===== src/hhue_pkg.sv =====
// package: shared types, codes and constants of the hopfield unlearning engine
package hhue_pkg;

  localparam int NEURONS_DEF       = 32;
  localparam int COUPLING_BITS_DEF = 24;
  localparam int IDX_W             = 6;
  localparam int DELTA_W           = 18;
  localparam int CFG_W             = 20;
  localparam int CFG_IDX_W         = 2;
  localparam int SPIN_W            = 32;
  localparam int COUNT_W           = 20;
  localparam int Q8_ONE            = 256;
  localparam int STRENGTH_RESET    = 256;
  localparam int SETTLE_RESET      = 20;
  localparam int MAX_SWEEPS_RESET  = 1000000;

  typedef enum logic [1:0] {
    OP_CLEAR   = 2'd0,
    OP_STORE   = 2'd1,
    OP_UNLEARN = 2'd2,
    OP_RECALL  = 2'd3
  } op_t;

  typedef enum logic [CFG_IDX_W-1:0] {
    CFG_STRENGTH = 2'd0,
    CFG_SETTLE   = 2'd1,
    CFG_MAX      = 2'd2,
    CFG_NONE     = 2'd3
  } cfg_idx_t;

  typedef enum logic [2:0] {
    S_IDLE,
    S_FEED,
    S_DRAIN,
    S_DECIDE,
    S_DONE
  } fsm_t;

  // word travelling down the row of cells
  typedef struct packed {
    logic             valid;
    logic             spin;
    logic             last;
    logic [IDX_W-1:0] idx;
  } link_t;

  // broadcast to all cells
  typedef struct packed {
    logic                      update;
    logic signed [DELTA_W-1:0] delta;
    logic                      clear;
    logic                      clip_clr;
  } cell_cmd_t;

endpackage


===== src/hhue_cell.sv =====
// cell: one coupling row as a rotating ring, field accumulator and outer-product update
module hhue_cell import hhue_pkg::*; #(
  parameter int NEURONS       = NEURONS_DEF,
  parameter int COUPLING_BITS = COUPLING_BITS_DEF,
  parameter int INDEX         = 0
) (
  input  logic      clk,
  input  logic      rst,
  input  cell_cmd_t cmd,
  input  logic      own_spin,
  input  link_t     link_in,
  output link_t     link_out,
  output logic      done,
  output logic      fire,
  output logic      clip
);

  localparam int ACC_W = COUPLING_BITS + $clog2(NEURONS) + 1;
  localparam int SUM_W = ((COUPLING_BITS > DELTA_W) ? COUPLING_BITS : DELTA_W) + 1;
  localparam logic signed [SUM_W-1:0] HI = SUM_W'((64'sd1 <<< (COUPLING_BITS - 1)) - 1);
  localparam logic signed [SUM_W-1:0] LO = -HI - SUM_W'(1);

  logic signed [COUPLING_BITS-1:0] ring [NEURONS];
  logic signed [COUPLING_BITS-1:0] head_next;
  logic signed [ACC_W-1:0]         acc;
  logic signed [ACC_W-1:0]         acc_next;
  logic signed [ACC_W-1:0]         term;
  logic signed [SUM_W-1:0]         dsel;
  logic signed [SUM_W-1:0]         sum;
  logic                            clip_hit;

  always_comb begin
    term     = link_in.spin ? ACC_W'(ring[0]) : -ACC_W'(ring[0]);
    acc_next = ((link_in.idx == '0) ? '0 : acc) + term;
    dsel     = (own_spin == link_in.spin) ? SUM_W'(cmd.delta) : -SUM_W'(cmd.delta);
    sum      = SUM_W'(ring[0]) + dsel;
    clip_hit = 1'b0;
    head_next = ring[0];
    if (cmd.update && link_in.idx != IDX_W'(INDEX)) begin
      if (sum > HI) begin
        head_next = COUPLING_BITS'(HI);
        clip_hit  = 1'b1;
      end else if (sum < LO) begin
        head_next = COUPLING_BITS'(LO);
        clip_hit  = 1'b1;
      end else begin
        head_next = COUPLING_BITS'(sum);
      end
    end
  end

  always_ff @(posedge clk) begin
    if (rst || cmd.clear) begin
      for (int n = 0; n < NEURONS; n++) ring[n] <= '0;
    end else if (link_in.valid) begin
      for (int n = 0; n < NEURONS - 1; n++) ring[n] <= ring[n+1];
      ring[NEURONS-1] <= head_next;
    end
  end

  always_ff @(posedge clk) begin
    if (link_in.valid) acc <= acc_next;
  end

  always_ff @(posedge clk) begin
    if (rst) begin
      link_out <= '0;
      done     <= 1'b0;
      clip     <= 1'b0;
    end else begin
      link_out <= link_in;
      done     <= link_in.valid && link_in.last;
      if (cmd.clip_clr) clip <= 1'b0;
      else if (link_in.valid && clip_hit) clip <= 1'b1;
    end
  end

  // field strictly positive
  assign fire = !acc[ACC_W-1] && (acc != '0);

endmodule


===== config.mk =====
export PLATFORM = sky130hd
export DESIGN_NAME = hhue_cell
export DESIGN_NICKNAME = d
export VERILOG_FILES = /design/src/hhue_pkg.sv /design/src/hhue_cell.sv
export SDC_FILE = /design/constraint.sdc
export NUM_CORES = 1
export LEC_CHECK = 0
export ABC_AREA = 1
export BUFFER_PORTS_ARGS = -buffer_cell sky130_fd_sc_hd__buf_2
export CORE_MARGIN = 1
export CORE_UTILIZATION = 45
export DETAILED_ROUTE_END_ITERATION = 7
export PLACE_DENSITY_LB_ADDON = 0.08
export SKIP_CTS_REPAIR_TIMING = 1
export SLEW_MARGIN = 0
export SYNTH_ARGS = -nofsm -noshare
export SYNTH_HDL_FRONTEND = slang
export SYNTH_SLANG_ARGS = --single-unit

===== constraint.sdc =====
create_clock -name clk -period 18.2 [get_ports clk]
set_input_delay 0.91 -clock clk [delete_from_list [all_inputs] [get_ports clk]]
set_output_delay 0.91 -clock clk [all_outputs]
set_load 0.02 [all_outputs]

==> summary.md <==
| Metric | Value |
|---|---|
| Worst-margin pin slew | `around 1.2 ns` |
| Max-Cap Viols | `0` |
| Die area | `between 70000 and 80000 sq um` |
| I/O Buffers | `44` |
| Die Ht | `between 200 and 300 um` |
| Critical Path Sink Type | `flip-flop` |
| Syn Inst Count | `around 3.3k` |
| Final setup vio count | `0` |
| RSZ-0062 raised after global routing | `no` |
| Dominant synthesized flop cell | `edfxtp_1` |
| Cell Area, Synth | `35200 sq um` |
| Inst Count DP | `4309` |
| Kind of critical path | `in2reg` |
| GRT overflow | `0` |
| Slew HR | `a little under a quarter` |
| Die W | `about 280 um` |
| Gr usage total | `16.6%` |
| Setup TNS | `0 ns` |
| Pleak | `approximately 16 nW` |
| Failing checks | `design-rule violations` |
| Setup WS pre-CTS | `about 13 ns` |
| Post-synth EDFFs | `around 800` |
| Syn_area_per_cell | `10.7 sq um` |
| Largest net degree at the start of global routing | `approximately 190` |
| VDD IR-drop max | `roughly 0.12 mV` |
| Final nets | `3449` |
| Critical Path AT | `approximately 4.7 ns` |
| Max clock buf depth | `3` |
| Met2 wire len | `29800 um` |
| FFs w/ async S/R, synth | `0%` |
| Post-Layout Inst Area | `39300 sq um` |
| Worst skew pair latency | `around 0.65 ns` |
| Wire per inst | `between 10 and 15 um` |
| Synth warn | `0` |
| Beginning of the worst hold path | `clip` |
| Htree depth | `3` |
| Worst Setup SP | `rst` |
| R2r startpoint | `ring[0][1]` |
| HP Class | `reg2reg` |
| Highest metal used | `met4` |
| Final period util | `between 20% and 30%` |
| Post-route ant nets | `0` |
| Routability Congestion | `about 0.87` |
| CTS root buf | `clkbuf_16` |
| Fmax | `around 0.23 GHz` |
| Status | `finished, violations left` |
| Post-synth cell types | `between 40 and 50` |
| Core area | `~77000 sq um` |
| # DRC | `1` |
| Ports | `45` |
| Final WL | `64600 um` |
| Syn Nets | `roughly 3.4k` |
| Layout Cells excl Fill | `between 4k and 5k` |
| Routed met3 length | `1870 um` |
| Drt via density | `4.61` |
| Starting DRT DRC Count | `roughly 1.5k` |
| Met1 WL | `just over 30000 um` |
| First-pass GRT wire length | `between 100000 and 150000 um` |
| Initial Util | `between 40 and 50%` |
| Layout area overhead | `11.6%` |
| Vias in the first global route | `between 20k and 25k` |
| Layout cell share with drive strength beyond 1 | `7.04%` |
| Startpoint types | `input port` |
| Fin. Hold Viols | `0` |
| Placed instance area | `~37000 sq um` |
| DR pass1 iterations | `8` |
| Vias | `20.6k` |
| Slew Viols, Final | `0` |
| Post-DP HPWL | `around 40000 um` |
| #FFs+latches synth | `a little over 800` |
| Sequential-to-total area share from yosys stat | `68.7%` |
| Pwr dens | `around 120 nW/um^2` |
| Site row count | `roughly 100` |
| Post-Route Skew | `~0.057 ns` |
| Number of CTS-inserted buffers | `between 80 and 90` |
| Ant diodes | `0` |
| Clock Pin Slew Worst Setup and Hold Paths | `around 0.060 ns` |
| Initial antenna violation count | `0` |
| TritonCTS Sinks | `between 800 and 900` |
| Fin util | `around half` |
| R2r setup slk | `roughly 14 ns` |
| Crit-path max FO | `between 90 and 100` |
| Worst Path Required | `around 19 ns` |
| Final WS setup | `roughly 14 ns` |
| CTS tree | `built` |
| Min Tclk post-route | `about 4.3 ns` |
-- power breakdown --
part | switching [mW] | internal (mW) | leakage [nW] | total [mW]
clock network | 0.731 | 0.971 | 1.36 | 1.70
registers | 0.0487 | 2.19 | 9.32 | 2.24
logic | 0.395 | 0.193 | 5.00 | 0.588
-- final cells by class --
type | count | area [sq um]
fill | 7114 | 38200
sequential | 809 | 24200
multi-input combinational | 1509 | 7310
inverter | 891 | 3350
clock buffer | 96 | 2210
tap | 1040 | 1300
clock inverter | 60 | 579
timing repair buffer | 60 | 353
-- cell usage in the layout (no fill, tap or decap), drive strengths merged, types with 5 or more instances in the layout --
cell type / netlist / layout
inv: 890 / 892
nor2: 848 / 848
edfxtp: 798 / 798
nand2: 235 / 235
clkbuf: 91 / 96
a21oi: 79 / 79
o21ai: 63 / 63
xor2: 60 / 60
buf: 6 / 60
ha: 56 / 56
clkinv: 1 / 50
nand3: 49 / 49
xnor2: 25 / 25
nor3: 21 / 21
nand4: 19 / 19
dfxtp: 11 / 11
a31oi: 8 / 8
nor4: 7 / 7
bufinv: 0 / 6
a21o: 5 / 5
o211ai: 5 / 5
o31ai: 5 / 5
-- through the flow --
stage | total power [mW] | hold WS (ns)
finish | 4.53 | 0.466
global route | 4.74 | 0.465
CTS | 4.59 | 0.436
detailed placement | 2.87 | 0.456
global placement | 2.87 | 0.441
floorplan | 2.72 | 0.519
-- synth_stat cells, types with 4 or more instances --
cell type / count / share of area [%]
nand3_1: 45 / 0.64
xnor2_1: 25 / 0.62
inv_1: 887 / 9.5
nand4_1: 19 / 0.34
a21oi_1: 57 / 0.81
nand2_2: 5 / 0.089
ha_1: 56 / 2.0
nand3_2: 4 / 0.11
a31oi_1: 8 / 0.14
a21oi_2: 22 / 0.55
dfxtp_1: 11 / 0.63
a21o_1: 5 / 0.11
nor4_1: 7 / 0.12
edfxtp_1: 798 / 68
buf_6: 5 / 0.16
o211ai_1: 5 / 0.11
xor2_1: 60 / 1.5
o31ai_1: 4 / 0.085
nor2_1: 844 / 9.0
nand2_1: 228 / 2.4
o21ai_0: 62 / 0.88
nor3_1: 16 / 0.23
clkbuf_1: 91 / 0.97
nor3_2: 5 / 0.14
-- critical path, cell delays in order --
cell,delay (ns)
buf_2,0.19
nor2_2,0.05
buf_4,0.24
nand2_4,0.68
buf_4,0.75
buf_4,0.83
buf_4,0.83
nor2_1,0.11
-- path summary, 6_finish.rpt --
| kind | cells past startpoint | end |
|---|---|---|
| worst max-delay path | 8 | ring[15][4] |
| worst min-delay path | 2 | clip |
| worst max register to register | 14 | acc[19] |
| worst min register to register | 2 | clip |
-- metal layers --
layer  GRT usage (%)  vias to the layer above
li1                -                    10356
met1            22.7                     9862
met2            26.8                      236
met3            2.54                      118
met4            6.48                        0
met5               0                        -
-- state kept, by name, summed over array words and instances (netlist names) --
name and cells:
ring 768, link_out 9, acc 30, clip 1, done 1
-- cell families after synthesis --
group | Yosys count | share of synthesized area (%)
AO/OA/AOI/OAI | 180 | 3.07
XOR/XNOR | 85 | 2.11
adder cells (fa/ha/maj) | 58 | 2.10
buffers and inverters | 988 | 10.6
flip-flops | 809 | 68.7
AND/OR/NAND/NOR | 1186 | 13.4
No activity file was read; power rests on OpenSTA's default activity.
